**config.mk**
```make
export PLATFORM = sky130hd
export DESIGN_NAME = sorted_priority_list
export DESIGN_NICKNAME = d
export VERILOG_FILES = /design/src/hdl/spl_pkg.sv /design/src/hdl/sorted_priority_list.sv /design/src/hdl/spl_ram.sv /design/src/hdl/spl_ctrl.sv
export VERILOG_INCLUDE_DIRS = /design/src /design/src/hdl
export SDC_FILE = /design/constraint.sdc
export NUM_CORES = 1
export LEC_CHECK = 0
export ABC_AREA = 1
export BUFFER_PORTS_ARGS = -buffer_cell sky130_fd_sc_hd__buf_4
export CAP_MARGIN = 15
export CORE_UTILIZATION = 35
export CTS_CLUSTER_SIZE = 16
export DETAILED_ROUTE_END_ITERATION = 8
export PLACE_DENSITY = 0.57
export SETUP_SLACK_MARGIN = 0.1
export SLEW_MARGIN = 30
export SYNTH_ARGS = -nofsm -noshare
export SYNTH_HDL_FRONTEND = slang
export SYNTH_HIERARCHICAL = 1
export SYNTH_SLANG_ARGS = --single-unit
```
**constraint.sdc**
```tcl
create_clock -name clock -period 3.5 [get_ports clock]
set_input_delay 0.35 -clock clock [delete_from_list [all_inputs] [get_ports clock]]
set_output_delay 0.35 -clock clock [all_outputs]
set_load 0.02 [all_outputs]
```
**src/hdl/sorted_priority_list_assert.svh**
```systemverilog
// Assertion macros used by the sorted priority list RTL.
// Depends on nothing; included by spl_ctrl, which carries concurrent checks.
`ifndef SORTED_PRIORITY_LIST_ASSERT_SVH
`define SORTED_PRIORITY_LIST_ASSERT_SVH

// Same-cycle implication, disabled while in reset.
`define SPL_ASSERT_NOW(label, clk, rst, ante, cons, msg) \
   label: assert property (@(posedge clk) disable iff (rst) (ante) |-> (cons)) else $error(msg);

// Next-cycle implication, disabled while in reset.
`define SPL_ASSERT_NEXT(label, clk, rst, ante, cons, msg) \
   label: assert property (@(posedge clk) disable iff (rst) (ante) |=> (cons)) else $error(msg);

`endif

```
**src/hdl/spl_pkg.sv**
```systemverilog
// Types and constants for the sorted priority list.
// No dependencies; imported by spl_ctrl and sorted_priority_list.
`default_nettype none

package spl_pkg;

   localparam int FUNC_W   = 2;
   localparam int ID_W     = 16;
   localparam int PRI_W    = 8;
   localparam int STATUS_W = 2;

   typedef enum logic [FUNC_W-1:0] {
      FUNC_INSERT   = 2'd0,
      FUNC_POP_HIGH = 2'd1,
      FUNC_POP_LOW  = 2'd2,
      FUNC_POP_ID   = 2'd3
   } func_type;

   typedef enum logic [STATUS_W-1:0] {
      STATUS_OK   = 2'd0,
      STATUS_MISS = 2'd1,
      STATUS_FULL = 2'd2
   } status_type;

   // One stored entry
   typedef struct packed {
      logic [ID_W-1:0]  id;
      logic [PRI_W-1:0] pri;
   } entry_type;

   // One result beat
   typedef struct packed {
      logic [ID_W-1:0]  id;
      logic [PRI_W-1:0] pri;
      status_type       status;
   } res_type;

endpackage

`default_nettype wire

```
**src/hdl/sorted_priority_list.sv**
```systemverilog
// Sorted priority list: holds up to CAPACITY (id, priority) entries in descending
// priority, equal priorities in arrival order. Each request beat is an insert, a
// remove-highest, a remove-lowest or a remove-by-id, and returns exactly one
// response beat. One request is worked at a time; the entries live in a single
// RAM that the sequencer walks one slot per cycle. An insert into a non-empty
// store visits slots from the tail toward the head; remove-highest and
// remove-by-id always walk the whole list; an insert into an empty store writes
// slot 0 with no search and remove-lowest reads only the tail slot; a refused
// insert or a removal from an empty store goes straight to the response. The
// next request is accepted once the current response has gone to the response
// register. The response register lets the next request start while an earlier
// response waits. No clearing pass is needed.
// Depends on spl_pkg and spl_ctrl.
`default_nettype none

module sorted_priority_list #(
   parameter int CAPACITY = 16
) (
   input  wire logic                          clock,
   input  wire logic                          reset,
   input  wire logic                          req_valid,
   output logic                               req_stall,
   input  wire logic [spl_pkg::FUNC_W-1:0]    req_func,
   input  wire logic [spl_pkg::ID_W-1:0]      req_item_id,
   input  wire logic [spl_pkg::PRI_W-1:0]     req_item_priority,
   output logic                               rsp_valid,
   input  wire logic                          rsp_stall,
   output logic      [spl_pkg::ID_W-1:0]      rsp_out_id,
   output logic      [spl_pkg::PRI_W-1:0]     rsp_out_priority,
   output logic      [spl_pkg::STATUS_W-1:0]  rsp_status
);

   import spl_pkg::*;

   logic                 res_valid;
   res_type              res;
   logic                 res_take;

   logic                 rsp_valid_ff, rsp_valid_in;
   logic [ID_W-1:0]      rsp_out_id_ff, rsp_out_id_in;
   logic [PRI_W-1:0]     rsp_out_priority_ff, rsp_out_priority_in;
   logic [STATUS_W-1:0]  rsp_status_ff, rsp_status_in;

   spl_ctrl #(
      .CAPACITY (CAPACITY)
   ) u_ctrl (
      .clock             (clock),
      .reset             (reset),
      .req_valid         (req_valid),
      .req_stall         (req_stall),
      .req_func          (req_func),
      .req_item_id       (req_item_id),
      .req_item_priority (req_item_priority),
      .res_valid         (res_valid),
      .res               (res),
      .res_take          (res_take)
   );

   // Load the response register when it is empty or its beat leaves
   assign res_take = res_valid && (!rsp_valid_ff || !rsp_stall);

   always_comb begin
      rsp_valid_in        = rsp_valid_ff;
      rsp_out_id_in       = rsp_out_id_ff;
      rsp_out_priority_in = rsp_out_priority_ff;
      rsp_status_in       = rsp_status_ff;
      if (res_take) begin
         rsp_valid_in        = 1'b1;
         rsp_out_id_in       = res.id;
         rsp_out_priority_in = res.pri;
         rsp_status_in       = res.status;
      end else if (!rsp_stall) begin
         rsp_valid_in = 1'b0;
      end
   end

   always_ff @(posedge clock) begin
      if (reset) begin
         rsp_valid_ff <= 1'b0;
      end else begin
         rsp_valid_ff <= rsp_valid_in;
      end
      rsp_out_id_ff       <= rsp_out_id_in;
      rsp_out_priority_ff <= rsp_out_priority_in;
      rsp_status_ff       <= rsp_status_in;
   end

   assign rsp_valid        = rsp_valid_ff;
   assign rsp_out_id       = rsp_out_id_ff;
   assign rsp_out_priority = rsp_out_priority_ff;
   assign rsp_status       = rsp_status_ff;

endmodule

`default_nettype wire

```
**src/hdl/spl_ram.sv**
```systemverilog
// Generic simple dual-port RAM: one write port, one read port, registered read.
// No dependencies.
`default_nettype none

module spl_ram #(
   parameter int WIDTH = 24,
   parameter int DEPTH = 16
) (
   input  wire logic                       clock,
   input  wire logic                       wr_en,
   input  wire logic [$clog2(DEPTH)-1:0]   wr_addr,
   input  wire logic [WIDTH-1:0]           wr_data,
   input  wire logic [$clog2(DEPTH)-1:0]   rd_addr,
   output logic      [WIDTH-1:0]           rd_data
);

   logic [WIDTH-1:0] mem_ff [DEPTH];
   logic [WIDTH-1:0] rd_data_ff;

   // Write and read, read data lands in the next cycle
   always_ff @(posedge clock) begin
      if (wr_en) begin
         mem_ff[wr_addr] <= wr_data;
      end
      rd_data_ff <= mem_ff[rd_addr];
   end

   assign rd_data = rd_data_ff;

endmodule

`default_nettype wire

```
**src/hdl/spl_ctrl.sv**
```systemverilog
// Sequencer for the sorted priority list: walks the entry RAM one slot a cycle,
// shifting entries while it searches. Depends on spl_pkg, spl_ram and the assert macros.
`default_nettype none
`include "sorted_priority_list_assert.svh"

module spl_ctrl #(
   parameter int CAPACITY = 16
) (
   input  wire logic                        clock,
   input  wire logic                        reset,
   input  wire logic                        req_valid,
   output logic                             req_stall,
   input  wire logic [spl_pkg::FUNC_W-1:0]  req_func,
   input  wire logic [spl_pkg::ID_W-1:0]    req_item_id,
   input  wire logic [spl_pkg::PRI_W-1:0]   req_item_priority,
   output logic                             res_valid,
   output spl_pkg::res_type                 res,
   input  wire logic                        res_take
);

   import spl_pkg::*;

   localparam int AW = $clog2(CAPACITY);
   localparam int CW = $clog2(CAPACITY + 1);

   typedef enum logic [2:0] {
      ST_IDLE,
      ST_INS,
      ST_PUT,
      ST_REM,
      ST_DONE
   } state_type;

   state_type        state_ff, state_in;
   logic [CW-1:0]    count_ff, count_in;
   logic [AW-1:0]    cur_ff, cur_in;
   logic [AW-1:0]    put_pos_ff, put_pos_in;
   func_type         func_ff, func_in;
   entry_type        key_ff, key_in;
   logic             found_ff, found_in;
   res_type          res_ff, res_in;

   logic             ram_wr_en;
   logic [AW-1:0]    ram_wr_addr;
   entry_type        ram_wr_data;
   logic [AW-1:0]    ram_rd_addr;
   entry_type        ram_rd_data;

   logic             accept;
   logic [CW-1:0]    cnt_dec;
   logic [AW-1:0]    last_idx;
   logic             cur_last;
   logic             hit;

   spl_ram #(
      .WIDTH ($bits(entry_type)),
      .DEPTH (CAPACITY)
   ) u_ram (
      .clock   (clock),
      .wr_en   (ram_wr_en),
      .wr_addr (ram_wr_addr),
      .wr_data (ram_wr_data),
      .rd_addr (ram_rd_addr),
      .rd_data (ram_rd_data)
   );

   assign req_stall = (state_ff != ST_IDLE);
   assign accept    = req_valid && !req_stall;
   assign cnt_dec   = count_ff - CW'(1);
   assign last_idx  = cnt_dec[AW-1:0];
   assign cur_last  = (CW'(cur_ff) == cnt_dec);
   assign hit       = !found_ff &&
                      ((func_ff != FUNC_POP_ID) || (ram_rd_data.id == key_ff.id));
   assign res_valid = (state_ff == ST_DONE);
   assign res       = res_ff;

   // Next-state and RAM port logic
   always_comb begin
      state_in    = state_ff;
      count_in    = count_ff;
      cur_in      = cur_ff;
      put_pos_in  = put_pos_ff;
      func_in     = func_ff;
      key_in      = key_ff;
      found_in    = found_ff;
      res_in      = res_ff;
      ram_wr_en   = 1'b0;
      ram_wr_addr = cur_ff + 1'b1;
      ram_wr_data = ram_rd_data;
      ram_rd_addr = cur_ff;

      case (state_ff)
         ST_IDLE: begin
            if (accept) begin
               func_in       = func_type'(req_func);
               key_in.id     = req_item_id;
               key_in.pri    = req_item_priority;
               found_in      = 1'b0;
               res_in.id     = '0;
               res_in.pri    = '0;
               res_in.status = STATUS_OK;
               if (func_type'(req_func) == FUNC_INSERT) begin
                  if (count_ff == CW'(CAPACITY)) begin
                     res_in.status = STATUS_FULL;
                     state_in      = ST_DONE;
                  end else if (count_ff == '0) begin
                     put_pos_in = '0;
                     state_in   = ST_PUT;
                  end else begin
                     // scan from the tail toward the head
                     ram_rd_addr = last_idx;
                     cur_in      = last_idx;
                     state_in    = ST_INS;
                  end
               end else begin
                  if (count_ff == '0) begin
                     res_in.status = STATUS_MISS;
                     state_in      = ST_DONE;
                  end else if (func_type'(req_func) == FUNC_POP_LOW) begin
                     ram_rd_addr = last_idx;
                     cur_in      = last_idx;
                     state_in    = ST_REM;
                  end else begin
                     ram_rd_addr = '0;
                     cur_in      = '0;
                     state_in    = ST_REM;
                  end
               end
            end
         end

         ST_INS: begin
            // stop behind the first entry of greater or equal priority
            if (ram_rd_data.pri >= key_ff.pri) begin
               put_pos_in = cur_ff + 1'b1;
               state_in   = ST_PUT;
            end else begin
               ram_wr_en   = 1'b1;
               ram_wr_addr = cur_ff + 1'b1;
               ram_wr_data = ram_rd_data;
               if (cur_ff == '0) begin
                  put_pos_in = '0;
                  state_in   = ST_PUT;
               end else begin
                  cur_in      = cur_ff - 1'b1;
                  ram_rd_addr = cur_ff - 1'b1;
               end
            end
         end

         ST_PUT: begin
            ram_wr_en   = 1'b1;
            ram_wr_addr = put_pos_ff;
            ram_wr_data = key_ff;
            count_in    = count_ff + CW'(1);
            state_in    = ST_DONE;
         end

         ST_REM: begin
            // capture the first match, then pull later entries down one slot
            if (hit) begin
               res_in.id  = ram_rd_data.id;
               res_in.pri = ram_rd_data.pri;
            end
            if (found_ff) begin
               ram_wr_en   = 1'b1;
               ram_wr_addr = cur_ff - 1'b1;
               ram_wr_data = ram_rd_data;
            end
            found_in = found_ff || hit;
            if (cur_last) begin
               if (found_ff || hit) begin
                  count_in = cnt_dec;
               end else begin
                  res_in.status = STATUS_MISS;
               end
               state_in = ST_DONE;
            end else begin
               cur_in      = cur_ff + 1'b1;
               ram_rd_addr = cur_ff + 1'b1;
            end
         end

         ST_DONE: begin
            if (res_take) begin
               state_in = ST_IDLE;
            end
         end

         default: begin
            state_in = ST_IDLE;
         end
      endcase
   end

   // Hold state, count and working registers
   always_ff @(posedge clock) begin
      if (reset) begin
         state_ff <= ST_IDLE;
         count_ff <= '0;
      end else begin
         state_ff <= state_in;
         count_ff <= count_in;
      end
      cur_ff     <= cur_in;
      put_pos_ff <= put_pos_in;
      func_ff    <= func_in;
      key_ff     <= key_in;
      found_ff   <= found_in;
      res_ff     <= res_in;
   end

   `SPL_ASSERT_NEXT(a_full_insert_keeps_count, clock, reset, accept && (func_type'(req_func) == FUNC_INSERT) && (count_ff == CW'(CAPACITY)), $stable(count_ff), "full insert changed the entry count")

   `SPL_ASSERT_NOW(a_write_in_range, clock, reset, ram_wr_en, CW'(ram_wr_addr) < CW'(CAPACITY), "RAM write beyond capacity")

   `SPL_ASSERT_NOW(a_rem_write_after_match, clock, reset, (state_ff == ST_REM) && ram_wr_en, found_ff, "shift during removal before a match")

   `SPL_ASSERT_NEXT(a_handoff_to_idle, clock, reset, res_valid && res_take, state_ff == ST_IDLE, "sequencer did not return to idle after handoff")

endmodule

`default_nettype wire
```
---- Yosys cells after proc, flatten, opt, wreduce, memory -nomap -nowiden ----
Memories as Yosys holds them, arrays and structs flattened. A register that Yosys moved wholly into a read port is not among the register bits.
Cells that the tools add are included.
word-level totals
  register bits after elaboration ......... 96
  RAM bits ................................ 384
  input bits .............................. 30
  logic and storage cells ................. 116
  memories kept ........................... 1
memory list
  memory               depth  bits a word  read ports  clocked after memory_dff  wr ports  RTL line       source
  u_ctrl.u_ram.mem_ff  16     24           1           1                         1         spl_ram.sv:17  logic [WIDTH-1:0] mem_ff [DEPTH];
cells by class
  add/subtract/negate cells ............... 4
  order comparisons ....................... 1
  equality and inequality tests ........... 20
  multiplexer cells ....................... 50
  reductions and logical operators ........ 25
operators with widths
  operator               count
  $mux W4                16
  $pmux W26 S2           1
  $mux W24               2
  $mux W26               1
  $mux W3                8
  $eq A16 B16 Y1         1
  $ne A2 B1 Y1 const B   8
  $pmux W4 S2            2
  $pmux W3 S5            1
  $pmux W4 S3            1
  $mux W2                5
  $mux W5                2
  $pmux W5 S2            1
  $ge A8 B8 Y1           1
  $mux W1                8
  $reduce_and A4 Y1      2
  $eq A3 B2 Y1 const B   2
  $ne A2 B2 Y1 const B   3
  $reduce_and A3 Y1      2
  $reduce_and A6 Y1      1
  $reduce_bool A2 Y1     3
  $add A5 B1 Y5 const B  1
  $eq A4 B5 Y1           1
  $eq A5 B5 Y1 const B   1
  other kinds (18)       26

---- Logic depth before layout (Yosys ltp) ----
  depth after elaboration ................. 7
  depth in mapped cells ................... 22

---- Hierarchy ----
Netlist, hierarchy kept.
modules (own cells, without submodules)
  module                times used  cells an instance  area an instance (µm²)  sequential area each (µm²)
  spl_ram               1           1597               16951.3                 12011.5
  spl_ctrl              1           516                4017.6                  1951.9
  sorted_priority_list  1           31                 822.0                   800.8

---- Least setup slack after synthesis ----
Ideal clock, no wire load.
  path type ............................... reg2reg
  start ................................... reg u_ctrl/key_ff[3] (netlist bit)
  end ..................................... mem u_ctrl.u_ram.mem_ff[12][0], enable pin
  arrival ................................. 2.599 ns
  setup slack ............................. 0.496 ns
  cell stages (with the launch flop) ...... 12
  buffers on the path ..................... 0
  clock period less this slack ............ 3.004 ns
  path through ............................ edfxtp_1 inv_1 ha_1 a21oi_1 nand2_1 o21ai_0 nand2_1 inv_1 nand2_1 nand2_1 nand3_1 nor2_1
between the ends
  word-level cells in the longest chain between the ends .. 5
ends and longest elaborated chain
  element                        RTL line         source
  start: declaration             spl_ctrl.sv:39   entry_type key_ff, key_in;
  start signal: assignment       spl_ctrl.sv:208  key_ff <= key_in;
  $ge A8 B8 Y1                   spl_ctrl.sv:134  if (ram_rd_data.pri >= key_ff.pri) begin
  $mux W1                        spl_ctrl.sv:134
  $pmux W1 S3                    spl_ctrl.sv:92   case (state_ff)
  named net u_ctrl.ram_wr_en     spl_ctrl.sv:43   logic ram_wr_en;
  $mux W1                        spl_ram.sv:22    if (wr_en) begin
  $mux W1 (implied by the code)  spl_ram.sv:23    mem_ff[wr_addr] <= wr_data;
  end: declaration               spl_ram.sv:17
The timed path passes the listed nets, and every way through them passes these cells.

---- Worst setup path in the final report ----
  start ................................... reg u_ctrl.u_ram.rd_data_ff[0] (netlist: u_ctrl/u_ram/rd_data[0]) (read register of u_ctrl.u_ram.mem_ff)
  end ..................................... mem u_ctrl.u_ram.mem_ff[4][22], enable pin
between the ends
  word-level cells in the longest chain between the ends .. 5
ends and longest elaborated chain
  element                        RTL line         source
  start: declaration             spl_ram.sv:18    logic [WIDTH-1:0] rd_data_ff;
  $ge A8 B8 Y1                   spl_ctrl.sv:134
  $mux W1                        spl_ctrl.sv:134
  $pmux W1 S3                    spl_ctrl.sv:92
  named net u_ctrl.ram_wr_en     spl_ctrl.sv:43
  $mux W1                        spl_ram.sv:22
  $mux W1 (implied by the code)  spl_ram.sv:23
The timed path passes the listed nets, and every way through them passes these cells.

==> flow_metrics.env <==
export IMPL_status="finished clean"
export IMPL_use_met1=0.235
export IMPL_clock_latency_ps=610
export IMPL_nNetsFinal=2326
export IMPL_wl_mm=55.4
export IMPL_antenna_found_initial=0
export IMPL_rsz0062_at_grt="no"
export IMPL_port_buffers=57
export IMPL_cp_end_kind="flip-flop"
export IMPL_stdcell_count=3164
export IMPL_drt_antenna_violating_nets=0
export IMPL_die_area_sq_um=63300
export IMPL_crit_required_ps=3750
export IMPL_arrival_ps=3380
export IMPL_power_density_nw_per_um2=1060
export IMPL_cp_start_kind="flip-flop"
export IMPL_grt_pass1_vias=14600
export IMPL_async_flop_share=0
export IMPL_max_freq_mhz=319
export IMPL_setup_tns_ps=0
export IMPL_synth_cell_types=35
export IMPL_mostFrequentLayoutCells="nand2_1 (660), edfxtp_1 (467), inv_1 (380), nand3_1 (307), buf_4 (127)"
export IMPL_grt_usage=0.177
export IMPL_cts_sinks=504
export IMPL_cts_tree="done"
export IMPL_synth_ff_latch_count=504
export IMPL_cp_max_fo=17
export IMPL_ys_seq_area_frac=0.678
export IMPL_finalMaxSlewViolations=0
export IMPL_met2_usage=0.288
export IMPL_firstDrtPassIters=8
export IMPL_area_growth_pct=18.8
export IMPL_grt_max_degree=57
export IMPL_fill_cells=5837
export IMPL_final_common_cell="nand2_1"
export IMPL_synth_ff_type="edfxtp_1"
export IMPL_drive_gt1_frac=0.113
export IMPL_r2r_slack_ps=360
export IMPL_hold_class="in2reg"
export IMPL_cts_clk_slew_worst_paths_ps=60
export IMPL_overflow=0
export IMPL_finClkSkew_ps=21.2
export IMPL_dp_hpwl_mm=34.7
export IMPL_num_io_pins=58
export IMPL_cts_buffers=52
export IMPL_p_leak_nw=11.0
export IMPL_h_tree_depth=2
export IMPL_grt_use_met3=0.0265
export IMPL_worst_pin_slew_ps=617
export IMPL_clock_path_buffers=3
export IMPL_postSynthNetCount=2186
export IMPL_place_gp_congestion=0.850
export IMPL_floorplan_rows=91
export IMPL_crit_type="reg2reg"
export IMPL_hold_depth=5
export IMPL_hold_violations=0
export IMPL_reg2regPathDepth=12
export IMPL_total_power_w=0.0273
export IMPL_synth_warnings=6
export IMPL_finalCritPeriodShare=0.896
export IMPL_syn_inst=2144
export IMPL_syn_area_sq_um=21800
export IMPL_drcViolationCount=0
export IMPL_initial_core_util=0.354
export IMPL_routedWlPerCell_um=17.5
export IMPL_grt_pass1_wl_mm=84.8
export IMPL_dp_cells=3036
export IMPL_busiest_layer="met2"
export IMPL_synth_avg_cell_area_sq_um=10.2
export IMPL_final_cell_area_sq_um=25900
export IMPL_setup_viol=0
export IMPL_maxCapViolCount=0
export IMPL_final_core_util=0.420
export IMPL_antennaDiodeCount=0
export IMPL_fp_dieH_um=252
export IMPL_synth_edf_count=467
export IMPL_root_buffer="clkbuf_16"
export IMPL_viasPerCell=4.73
export IMPL_num_vias=15000
export IMPL_finalCriticalPeriod_ps=3140
export IMPL_coreArea_sq_um=61600
export IMPL_max_slew_margin=0.584
export IMPL_drtIter0Drc=1244
export IMPL_peakVddDrop_mv=0.635
export IMPL_place_area_sq_um=23900
export IMPL_die_x_um=252
[layer usage]
| metal | vias to the layer above | part of all wire |
|---|---|---|
| met2 | 402 | 0.47 |
| met4 | 0 | 0.037 |
| met5 | - | 0 |
| li1 | 7213 | - |
| met1 | 7262 | 0.44 |
| met3 | 100 | 0.055 |
[logic make-up (layout without fill, tap and decap cells)]
logic type	Yosys count	after routing	synth area share
xor+xnor	8	8	0.00322
buf+inv	477	660	0.0881
flops	504	504	0.678
simple gates	1080	1080	0.208
compound gates	63	63	0.0159
fa+ha+maj	12	12	0.00689
[synthesized netlist by cell type, types with 2 or more instances]
cell | instances | share of area
edfxtp_1 | 467 | 0.64
xor2_1 | 6 | 0.0024
nand3b_1 | 2 | 0.00069
buf_2 | 49 | 0.011
nor2_2 | 4 | 0.0011
nand2_2 | 4 | 0.0011
buf_4 | 16 | 0.0055
nor2_4 | 3 | 0.0016
ha_1 | 12 | 0.0069
o21ai_0 | 38 | 0.0087
inv_1 | 382 | 0.066
nand3_1 | 308 | 0.071
o22ai_1 | 2 | 0.00057
o221ai_1 | 3 | 0.0012
a21oi_1 | 13 | 0.0030
dfxtp_1 | 37 | 0.034
nand4_1 | 8 | 0.0023
xnor2_1 | 2 | 0.00080
nand2_1 | 661 | 0.11
buf_1 | 8 | 0.0014
nor2_1 | 84 | 0.014
nor3_1 | 3 | 0.00069
clkbuf_1 | 17 | 0.0029
inv_2 | 4 | 0.00069
[worst max-delay path, stage by stage, from the launching register on]
cell and delay (ps):
dfxtp_1 410, inv_1 110, ha_1 280, nand4_1 100, nand2_1 50, o21ai_0 300, nand2_1 150, inv_1 120
nand2_1 100, nand2_1 190, nand3b_1 360, nor2_4 200, buf_4 420
[sequential cells by signal, summed over array words and instances (netlist names), 2 cells and up]
signal,flops
rsp_status,2
u_ctrl/put_pos_ff,4
u_ctrl/key_ff,24
u_ctrl/func_ff,2
rsp_out_priority,8
u_ctrl/res,26
u_ctrl/count_ff,5
rsp_out_id,16
u_ctrl/u_ram/rd_data,24
u_ctrl/cur_ff,4
u_ctrl/state_ff,3
u_ctrl/u_ram/mem_ff,384
[final timing paths]
check,startpoint,endpoint
worst max-delay path,u_ctrl/u_ram/rd_data[0]$_DFF_P_,u_ctrl/u_ram/mem_ff[4][22]$_DFFE_PP_
worst min-delay path,rsp_stall,u_ctrl/state_ff[2]$_SDFFE_PP0P_
worst max register to register,u_ctrl/u_ram/rd_data[0]$_DFF_P_,u_ctrl/u_ram/mem_ff[4][22]$_DFFE_PP_
worst min register to register,u_ctrl/res[20]$_SDFFCE_PN0P_,rsp_out_id[10]$_DFFE_PP_
[final cells by class]
type	count	area (sq um)	area share
sequential	504	14800	0.570
multi-input combinational	1163	5250	0.203
inverter	386	1460	0.0565
clock buffer	68	1410	0.0546
timing repair buffer	177	1670	0.0647
clock inverter	29	268	0.0103
tap	837	1050	0.0405
[report_power, final]
group | switching (W) | total [W] | internal, W
clock network | 0.00233 | 0.00548 | 0.00315
logic | 0.00860 | 0.0127 | 0.00410
registers | 0.000456 | 0.00915 | 0.00869
[what timing repair did]
item,4_1_cts,5_1_grt
gates resized for setup,0,4
setup endpoints to repair,0,23
buffers inserted,0,3
hold endpoints to repair,30,0
hold buffers,28,0
[metrics by stage]
step	worst slack (ps)	hold slack [ps]
after floorplan	496	400
after global placement	325	405
after detailed placement	269	405
after CTS	257	177
after global routing	131	213
final	363	205
No activity file was read; power rests on OpenSTA's default activity.
